File: src/rtl/rcsfd_pkg.sv
// Package for the serial RC frame decoder.
// Holds item kind, status, event and register index codes and frame constants.
// No dependencies.
package rcsfd_pkg;

  localparam int FRAME_BYTES  = 25;
  localparam int NUM_CHANNELS = 18;
  localparam int PAYLOAD_LEN  = FRAME_BYTES - 2;
  localparam int NUM_PACKED   = 16;
  localparam int CH_W         = 11;
  localparam int POS_W        = 5;
  localparam int IDX_W        = 5;

  localparam logic [1:0] FUNC_BYTE = 2'd0;
  localparam logic [1:0] FUNC_TICK = 2'd1;
  localparam logic [1:0] FUNC_READ = 2'd2;

  localparam logic [1:0] STATUS_VALID   = 2'd0;
  localparam logic [1:0] STATUS_TIMEOUT = 2'd1;
  localparam logic [1:0] STATUS_NO_CH   = 2'd2;

  localparam logic [2:0] EV_NONE      = 3'd0;
  localparam logic [2:0] EV_GOOD      = 3'd1;
  localparam logic [2:0] EV_FAILSAFE  = 3'd2;
  localparam logic [2:0] EV_LOST      = 3'd3;
  localparam logic [2:0] EV_DISCARD   = 3'd4;
  localparam logic [2:0] EV_TICK_TOUT = 3'd5;

  localparam logic [2:0] REG_START_BYTE     = 3'd0;
  localparam logic [2:0] REG_END_BYTE       = 3'd1;
  localparam logic [2:0] REG_RESYNC_TICKS   = 3'd2;
  localparam logic [2:0] REG_FAILSAFE_TICKS = 3'd3;
  localparam logic [2:0] REG_DISCRETE_HIGH  = 3'd4;
  localparam logic [2:0] REG_DISCRETE_LOW   = 3'd5;

  localparam int FLAG_DC1      = 0;
  localparam int FLAG_DC2      = 1;
  localparam int FLAG_LOST     = 2;
  localparam int FLAG_FAILSAFE = 3;

  // Bit 11 is the timeout flag, bits 10..0 the channel value.
  typedef logic [CH_W:0] chan_entry_t;

  localparam chan_entry_t CHAN_TIMEOUT = {1'b1, {CH_W{1'b0}}};

endpackage

File: src/rtl/rc_serial_frame_decoder_top.sv
// Serial RC frame decoder: frame sync, payload capture, channel unpack and failsafe.
// An accepted item's result is registered for the next cycle; one item per cycle
// is sustained while m_tready is high; the single result register frees itself once taken.
// Synchronous active-high reset sets the channels to timeout and disarms sync.
// Depends on rcsfd_pkg.
module rc_serial_frame_decoder_top
  import rcsfd_pkg::*;
(
  input  logic        clk,
  input  logic        rst,
  input  logic        s_tvalid,
  output logic        s_tready,
  input  logic [15:0] s_tdata,   // byte_value [7:0], channel_index [12:8], zero [15:13]
  input  logic [1:0]  s_tuser,   // func [1:0]
  output logic        m_tvalid,
  input  logic        m_tready,
  output logic [15:0] m_tdata,   // channel_value [10:0], frame_event [13:11], zero [15:14]
  output logic [1:0]  m_tuser,   // channel_status [1:0]
  input  logic        cfg_we,
  input  logic [2:0]  cfg_index,
  input  logic [10:0] cfg_wdata
);

  logic [7:0]        start_byte;
  logic [7:0]        end_byte;
  logic [3:0]        resync_ticks;
  logic [7:0]        failsafe_ticks;
  logic [CH_W-1:0]   discrete_high;
  logic [CH_W-1:0]   discrete_low;

  chan_entry_t       channel_store [NUM_CHANNELS];
  chan_entry_t       channel_store_next [NUM_CHANNELS];
  logic [7:0]        payload_buffer [PAYLOAD_LEN];
  logic [3:0]        idle_tick_count, idle_tick_count_next;
  logic [7:0]        failsafe_tick_count, failsafe_tick_count_next;
  logic              sync_armed, sync_armed_next;
  logic [POS_W-1:0]  byte_position, byte_position_next;

  logic              pb_we;
  logic [POS_W-1:0]  pb_addr;

  logic [CH_W-1:0]   out_value, out_value_next;
  logic [1:0]        out_status, out_status_next;
  logic [2:0]        out_event, out_event_next;

  logic              accept;
  logic [1:0]        func;
  logic [7:0]        byte_value;
  logic [IDX_W-1:0]  channel_index;
  logic [PAYLOAD_LEN*8-1:0] payload_flat;
  logic [7:0]        flags;
  logic [4:0]        idle_inc;
  logic [8:0]        fs_inc;

  assign s_tready      = !m_tvalid || m_tready;
  assign accept        = s_tvalid && s_tready;
  assign func          = s_tuser;
  assign byte_value    = s_tdata[7:0];
  assign channel_index = s_tdata[12:8];
  assign flags         = payload_buffer[PAYLOAD_LEN-1];
  assign idle_inc      = {1'b0, idle_tick_count} + 5'd1;
  assign fs_inc        = {1'b0, failsafe_tick_count} + 9'd1;

  assign m_tdata = {2'b00, out_event, out_value};
  assign m_tuser = out_status;

  always_comb begin
    for (int i = 0; i < PAYLOAD_LEN; i++) begin
      payload_flat[i*8 +: 8] = payload_buffer[i];
    end
  end

  always_comb begin
    channel_store_next       = channel_store;
    idle_tick_count_next     = idle_tick_count;
    failsafe_tick_count_next = failsafe_tick_count;
    sync_armed_next          = sync_armed;
    byte_position_next       = byte_position;
    pb_we                    = 1'b0;
    pb_addr                  = byte_position - POS_W'(1);
    out_value_next           = '0;
    out_status_next          = STATUS_VALID;
    out_event_next           = EV_NONE;
    case (func)
      FUNC_BYTE: begin
        idle_tick_count_next = '0;
        if (sync_armed) begin
          if (byte_position == '0) begin
            if (byte_value != start_byte) begin
              sync_armed_next = 1'b0;
              out_event_next  = EV_DISCARD;
            end else begin
              byte_position_next = POS_W'(1);
            end
          end else if (byte_position < POS_W'(FRAME_BYTES - 1)) begin
            pb_we              = 1'b1;
            byte_position_next = byte_position + POS_W'(1);
          end else begin
            sync_armed_next = 1'b0;
            if (byte_value == end_byte) begin
              if (flags[FLAG_LOST]) begin
                out_event_next = EV_LOST;
              end else if (flags[FLAG_FAILSAFE]) begin
                for (int i = 0; i < NUM_CHANNELS; i++) begin
                  channel_store_next[i] = CHAN_TIMEOUT;
                end
                out_event_next = EV_FAILSAFE;
              end else begin
                for (int i = 0; i < NUM_PACKED; i++) begin
                  channel_store_next[i] = {1'b0, payload_flat[i*CH_W +: CH_W]};
                end
                channel_store_next[NUM_PACKED] =
                  {1'b0, flags[FLAG_DC1] ? discrete_high : discrete_low};
                channel_store_next[NUM_PACKED+1] =
                  {1'b0, flags[FLAG_DC2] ? discrete_high : discrete_low};
                failsafe_tick_count_next = '0;
                out_event_next           = EV_GOOD;
              end
            end else begin
              out_event_next = EV_DISCARD;
            end
          end
        end
      end
      FUNC_TICK: begin
        if (idle_inc > {1'b0, resync_ticks}) begin
          sync_armed_next      = 1'b1;
          byte_position_next   = '0;
          idle_tick_count_next = '0;
        end else begin
          idle_tick_count_next = idle_inc[3:0];
        end
        if (fs_inc > {1'b0, failsafe_ticks}) begin
          for (int i = 0; i < NUM_CHANNELS; i++) begin
            channel_store_next[i] = CHAN_TIMEOUT;
          end
          failsafe_tick_count_next = '0;
          out_event_next           = EV_TICK_TOUT;
        end else begin
          failsafe_tick_count_next = fs_inc[7:0];
        end
      end
      FUNC_READ: begin
        if (channel_index >= IDX_W'(NUM_CHANNELS)) begin
          out_status_next = STATUS_NO_CH;
        end else if (channel_store[channel_index][CH_W]) begin
          out_status_next = STATUS_TIMEOUT;
        end else begin
          out_value_next = channel_store[channel_index][CH_W-1:0];
        end
      end
      default: begin
      end
    endcase
  end

  always_ff @(posedge clk) begin
    if (rst) begin
      start_byte          <= 8'd15;
      end_byte            <= 8'd0;
      resync_ticks        <= 4'd2;
      failsafe_ticks      <= 8'd64;
      discrete_high       <= 11'd1696;
      discrete_low        <= 11'd352;
      for (int i = 0; i < NUM_CHANNELS; i++) begin
        channel_store[i] <= CHAN_TIMEOUT;
      end
      idle_tick_count     <= '0;
      failsafe_tick_count <= '0;
      sync_armed          <= 1'b0;
      byte_position       <= '0;
      m_tvalid            <= 1'b0;
    end else begin
      if (cfg_we) begin
        unique case (cfg_index)
          REG_START_BYTE:     start_byte     <= cfg_wdata[7:0];
          REG_END_BYTE:       end_byte       <= cfg_wdata[7:0];
          REG_RESYNC_TICKS:   resync_ticks   <= cfg_wdata[3:0];
          REG_FAILSAFE_TICKS: failsafe_ticks <= cfg_wdata[7:0];
          REG_DISCRETE_HIGH:  discrete_high  <= cfg_wdata;
          REG_DISCRETE_LOW:   discrete_low   <= cfg_wdata;
          default: begin
          end
        endcase
      end
      if (accept) begin
        channel_store       <= channel_store_next;
        idle_tick_count     <= idle_tick_count_next;
        failsafe_tick_count <= failsafe_tick_count_next;
        sync_armed          <= sync_armed_next;
        byte_position       <= byte_position_next;
        m_tvalid            <= 1'b1;
      end else if (m_tready) begin
        m_tvalid <= 1'b0;
      end
    end
  end

  always_ff @(posedge clk) begin
    if (accept && pb_we) begin
      payload_buffer[pb_addr] <= byte_value;
    end
    if (accept) begin
      out_value  <= out_value_next;
      out_status <= out_status_next;
      out_event  <= out_event_next;
    end
  end

endmodule
File: config.mk
export PLATFORM = sky130hd
export DESIGN_NAME = rc_serial_frame_decoder_top
export DESIGN_NICKNAME = d
export VERILOG_FILES = /design/src/rtl/rcsfd_pkg.sv /design/src/rtl/rc_serial_frame_decoder_top.sv
export SDC_FILE = /design/constraint.sdc
export NUM_CORES = 1
export LEC_CHECK = 0
export BUFFER_PORTS_ARGS = -buffer_cell sky130_fd_sc_hd__buf_2
export CAP_MARGIN = 20
export CORE_MARGIN = 5
export CORE_UTILIZATION = 30
export CTS_CLUSTER_DIAMETER = 150
export DETAILED_ROUTE_END_ITERATION = 10
export PLACE_DENSITY = 0.43
export SYNTH_ARGS = -nofsm -noshare
export SYNTH_HDL_FRONTEND = slang
export SYNTH_SLANG_ARGS = --single-unit
File: constraint.sdc
create_clock -name clk -period 4.49 [get_ports clk]
set_input_delay 0.898 -clock clk [delete_from_list [all_inputs] [get_ports clk]]
set_output_delay 0.898 -clock clk [all_outputs]
set_load 0.03 [all_outputs]
Word level (Yosys, flattened, before mapping) --
Memories as Yosys holds them, arrays and structs flattened. Index checks and enable logic that the tools add are counted.
Storage, ports and cells: register bits after elaboration 301, latch bits 0, bits in writable memories 184, ROM bits 0, output and inout bits 20, word-level logic and storage cells 139, memories 1
Operators by class: add/subtract/negate cells 4, $mul 0, divide/modulo/power cells 0, $lt $le $gt $ge 5, eq/ne operators 19, shifts and indexed selects 0, mux-type cells 53, bitwise operators 2, reduce and logical (&&, ||, !) cells 22
Memories:
- payload_buffer | words 23, bits a word 8, rd ports 23, clocked after memory_dff 0, wr ports 1, RTL line rc_serial_frame_decoder_top.sv:33 | logic [7:0] payload_buffer [PAYLOAD_LEN];
Operators by type and width (number):
- 216-bit two-way mux | 7
- 216-bit case mux with 2 select lines | 1
- 12-bit binary-select mux with 5-bit select | 1
- 8-bit two-way mux | 7
- 5-bit two-way mux | 5
- 12-bit two-way mux | 2
- 11-bit two-way mux | 2
- 3-bit two-way mux | 6
- 2-bit != test, second input constant | 8
- 8-bit case mux with 2 select lines | 1
- 8-bit AND reduction | 2
- 2-bit AND reduction | 7
- 1-bit two-way mux | 13
- 5-bit case mux with 2 select lines | 1
- 8-bit by 1-bit adder with 9-bit output, second input constant | 1
- 9-bit by 8-bit greater-than comparator with 1-bit output | 1
- 8-bit equality test | 1
- 8-bit != test | 1
- 4-bit case mux with 2 select lines | 1
- 3-bit by 2-bit equality test with 1-bit output, second input constant | 2
- 3-bit equality test, second input constant | 2
- 6-bit greater-or-equal comparator, second input constant | 1
- 2-bit two-way mux | 3
- 3-bit != test, second input constant | 2
- other kinds (25) | 27

Logic depth before layout (Yosys ltp) --
An unclocked memory read counts as a cell.
depth after elaboration 9, mapped depth 13, mapped depth without buffers 11

Least setup slack after synthesis --
Ideal clock, no wire load.
path kind register to register, start point register failsafe_tick_count[0], end point register channel_store[10] in the netlist's numbering, data arrival time 2.838 ns, required time 4.420 ns, slack 1.581 ns, stages on the path, launching flop included 14, period minus slack after synthesis 2.909 ns, cell sequence dfxtp_1 -> ha_1 -> and3_1 -> and3_1 -> xor2_1 -> ha_1 -> nand3_1 -> or3_1 -> o21ai_1 -> a31oi_2 -> o22ai_4 -> buf_4 -> buf_2 -> o2bb2ai_1
On the way: cells in the longest elaborated chain, start to end 4
RTL lines:
- from (decl) | RTL line rc_serial_frame_decoder_top.sv:35 | logic [7:0] failsafe_tick_count, failsafe_tick_count_next;
- from (signal assigned) | RTL line rc_serial_frame_decoder_top.sv:189 | failsafe_tick_count <= failsafe_tick_count_next;
- 8-bit by 1-bit adder with 9-bit output | RTL line rc_serial_frame_decoder_top.sv:62 | assign fs_inc = {1'b0, failsafe_tick_count} + 9'd1;
- 9-bit by 8-bit greater-than comparator with 1-bit output | RTL line rc_serial_frame_decoder_top.sv:133 | if (fs_inc > {1'b0, failsafe_ticks}) begin
- 2-bit != test (no line)
- 8-bit AND reduction (no line)
- to (signal assigned) | RTL line rc_serial_frame_decoder_top.sv:187 | channel_store <= channel_store_next;
- to (decl) | RTL line rc_serial_frame_decoder_top.sv:31 | chan_entry_t channel_store [NUM_CHANNELS];
No other way between the ends. A chain may end at the register's enable or synchronous reset.

Worst setup path in the final report --
start point register byte_position[0], end point memory payload_buffer[5][7] (enable)
On the way: cells in the longest elaborated chain, start to end 8, elaborated cells on any way between the ends 10, those cells by class add/sub (1); order compare (1); mux (6); reduce/logical (2)
RTL lines:
- from (decl) | RTL line rc_serial_frame_decoder_top.sv:37 | logic [POS_W-1:0] byte_position, byte_position_next;
- from (signal assigned) | RTL line rc_serial_frame_decoder_top.sv:191 | byte_position <= byte_position_next;
- 5-bit < comparator | RTL line rc_serial_frame_decoder_top.sv:95 | end else if (byte_position < POS_W'(FRAME_BYTES - 1)) begin
- 1-bit two-way mux | RTL line rc_serial_frame_decoder_top.sv:95
- 1-bit two-way mux | RTL line rc_serial_frame_decoder_top.sv:88 | if (byte_position == '0) begin
- 1-bit two-way mux | RTL line rc_serial_frame_decoder_top.sv:87 | if (sync_armed) begin
- 1-bit two-way mux | RTL line rc_serial_frame_decoder_top.sv:84 | case (func)
- 1-bit logical AND | RTL line rc_serial_frame_decoder_top.sv:200 | if (accept && pb_we) begin
- 1-bit two-way mux | RTL line rc_serial_frame_decoder_top.sv:200
- 1-bit two-way mux (implied by the code) | RTL line rc_serial_frame_decoder_top.sv:201 | payload_buffer[pb_addr] <= byte_value;
- to (decl) | RTL line rc_serial_frame_decoder_top.sv:33
Several ways; a longest one is shown, not always the timed one.

==> flow_metrics.env <==
export IMPL_core_um2=57800
export IMPL_fin_nets=1420
export IMPL_vias=10600
export IMPL_drtPass1Iterations=5
export IMPL_wl_per_cell_um=22.0
export IMPL_worst_slew_pin_slew_ns=0.950
export IMPL_fillers=5683
export IMPL_setup_violations=0
export IMPL_place_congestion=0.758
export IMPL_pre_cts_slack_ns=0.647
export IMPL_antenna_cells=0
export IMPL_yosys_warnings=0
export IMPL_area_growth_pct=16.1
export IMPL_cp_end_kind="flip-flop"
export IMPL_required_ns=4.70
export IMPL_period_share_pct=83.6
export IMPL_ys_flop_type="dfxtp_1"
export IMPL_status="completed"
export IMPL_cts_sinks=464
export IMPL_fin_crit_ns=3.75
export IMPL_critPathArrivalTime_ns=3.96
export IMPL_final_util_pct=35.2
export IMPL_synthCells=1292
export IMPL_io_buffers=51
export IMPL_criticalPathCategory="reg2reg"
export IMPL_die_x_um=252
export IMPL_ys_ff_latch=464
export IMPL_synth_edf_count=196
export IMPL_rows=88
export IMPL_track_usage_pct=14.9
export IMPL_synth_area_um2=17500
export IMPL_whs_ns=0.438
export IMPL_grt_pass1_wl_um=71800
export IMPL_dieArea_um2=63400
export IMPL_cp_max_fo=8
export IMPL_syn_area_per_cell_um2=13.6
export IMPL_drt_wl_total_um=47700
export IMPL_min_path_type="reg2reg"
export IMPL_cts_tree="built"
export IMPL_antenna_found_initial=1
export IMPL_drive_gt1_share_pct=16.7
export IMPL_clk_pin_slew_ns=0.06
export IMPL_start_util_pct=30.3
export IMPL_clock_skew_ns=0.0223
export IMPL_maxCapViolations=0
export IMPL_ir_drop_mv=0.280
export IMPL_multiInputGateArea_um2=5720
export IMPL_root_buffer="clkbuf_16"
export IMPL_ctsHoldBuffers=0
export IMPL_grt_pass1_vias=10800
export IMPL_h_tree_depth=2
export IMPL_ant_nets=0
export IMPL_clk_latency_ns=0.59
export IMPL_fin_ws_ns=0.736
export IMPL_p_leak_nw=7.31
export IMPL_vias_per_cell=4.87
export IMPL_synthArstFlopShare_pct=0
export IMPL_drc=0
export IMPL_dieHeight_um=252
export IMPL_pin_count=57
export IMPL_hold_viol=0
export IMPL_cts_resized=0
export IMPL_maxSlewHeadroom_pct=36.2
export IMPL_synth_yosys_seq_area_share_pct=64.2
export IMPL_tns_ns=0
export IMPL_p_per_area_nw_per_um2=431
export IMPL_timing_fmax_ghz=0.266
export IMPL_drt_iter0_drc=591
export IMPL_place_hpwl_um=29600
export IMPL_grt_max_degree=45
export IMPL_post_cts_setup_buffer_count=0
export IMPL_clockBufferDepth=3
export IMPL_synth_cell_types=60
export IMPL_grt_overflow=0
export IMPL_cts_buffers=49
export IMPL_rsz0062_at_grt="no"
export IMPL_start_kind="flip-flop"
export IMPL_slew_viol_final=0
export IMPL_seqCellArea_um2=11300
[cells by family (layout without fill, tap and decap cells)]
group / Yosys count / after routing / synth area share (%)
fa+ha+maj: 20 / 20 / 1.43
compound gates: 309 / 309 / 13.8
xor+xnor: 28 / 28 / 1.40
flops: 464 / 464 / 64.2
simple gates: 265 / 265 / 6.86
other cells: 1 / 2 / 0.0214
mux: 99 / 99 / 9.01
buf+inv: 106 / 216 / 3.28
[per-stage QoR]
stage / area (µm²) / std cells / total power [mW]
final: 20400 / 2168 / 8.77
after global routing: 20400 / 2168 / 9.10
after global placement: 18800 / 2077 / 4.87
after detailed placement: 18800 / 2077 / 4.88
after floorplan: 17500 / 1293 / 4.70
after CTS: 20400 / 2168 / 8.90
[final timing paths]
path / from / to / slack (ns) / depth (start not counted)
setup / recovery: byte_position[0]$_SDFFE_PP0P_ / payload_buffer[5][7]$_DFFE_PP_ / 0.74 / 7
hold / removal: payload_buffer[18][4]$_DFFE_PP_ / channel_store[53]$_SDFFE_PP0P_ / 0.44 / 1
setup reg to reg: byte_position[0]$_SDFFE_PP0P_ / payload_buffer[5][7]$_DFFE_PP_ / 0.74 / 7
hold reg to reg: payload_buffer[18][4]$_DFFE_PP_ / channel_store[53]$_SDFFE_PP0P_ / 0.44 / 1
[placed cells by master, fill, tap and decap left out, drive strengths merged, types with 2 or more instances in the layout]
cell	Yosys	final
nand3	28	28
dfxtp	268	268
o21ai	10	10
inv	23	24
nor4	6	6
and3	6	6
o211ai	4	4
nand2b	4	4
nor2b	12	12
and2	2	2
xor2	22	22
o21a	2	2
mux2i	51	51
a21oi	54	54
nor3	12	12
conb	1	2
or3	3	3
buf	48	101
a32oi	3	3
clkbuf	34	78
a31oi	2	2
clkinv	1	12
edfxtp	196	196
a22o	181	181
o31ai	3	3
ha	20	20
a21o	4	4
xnor2	6	6
nor2	52	52
nand2	128	128
o2bb2ai	22	22
a31o	2	2
mux4	47	47
nor3b	4	4
o22ai	16	16
[layer usage]
metal  share of wire [%]  GRT usage, %  vias up
li1                    -             -     5034
met1                  47          20.5     5290
met2                  47          24.4      172
met3                 3.3          2.62       72
met4                 2.6          4.05        0
met5                   0             0        -
[state kept, by name (all words and copies together), names as in the netlist]
register / flops
channel_store: 199
resync_ticks: 4
discrete_low: 11
idle_tick_count: 4
payload_buffer: 180
failsafe_tick_count: 8
end_byte: 8
byte_position: 5
failsafe_ticks: 8
m_tuser: 2
sync_armed: 1
m_tvalid: 1
out_value: 11
start_byte: 8
discrete_high: 11
out_event: 3
[layout make-up]
type                    count  share of cell area (%)
flip-flops and latches    464                    55.3
multi-input cells         723                    28.1
clock buffers              78                    7.30
well taps                 765                    4.70
repair buffers            101                    3.66
clock inverters            13                   0.553
inverters                  24                   0.443
[cell usage after synthesis (2+ instances only)]
master / instances / share of area, %
and2_1: 2 / 0.071
buf_4: 6 / 0.26
nand2_1: 128 / 2.7
buf_2: 21 / 0.60
or3_1: 3 / 0.11
mux2i_1: 51 / 2.9
a21oi_1: 54 / 1.5
edfxtp_1: 196 / 34
dfxtp_1: 268 / 31
inv_1: 23 / 0.49
o31ai_1: 3 / 0.13
o21ai_0: 8 / 0.23
o21a_1: 2 / 0.086
nor3b_1: 3 / 0.13
clkbuf_1: 34 / 0.73
nand3_1: 28 / 0.80
a31o_2: 2 / 0.10
a21o_1: 3 / 0.13
and3_1: 6 / 0.21
ha_1: 20 / 1.4
nor2_1: 52 / 1.1
mux4_2: 47 / 6.0
o211ai_1: 4 / 0.17
nor3_1: 11 / 0.31
o21ai_1: 2 / 0.057
nor2b_1: 12 / 0.43
xor2_1: 22 / 1.1
o2bb2ai_1: 22 / 1.1
xnor2_1: 6 / 0.30
buf_1: 4 / 0.086
buf_6: 17 / 1.1
a22o_1: 181 / 9.0
a32oi_1: 3 / 0.15
nor4_1: 5 / 0.18
nand2b_1: 4 / 0.14
o22ai_1: 15 / 0.54
[where the power goes]
group / leakage [nW] / total (mW) / internal (mW) / switching, mW
registers: 3.94 / 4.42 / 4.41 / 0.0123
logic: 2.58 / 0.351 / 0.0969 / 0.254
clock network: 0.789 / 3.99 / 2.32 / 1.67
[worst max-delay path, stage by stage, from the launching register on]
cell and delay [ns]:
dfxtp_1 0.46, inv_1 0.12, ha_1 0.29, nor2b_1 0.20
and3_1 0.27, nor4_1 0.76, nand2_1 0.44, nor2_1 0.83
Power figures use the tool's default switching activity.
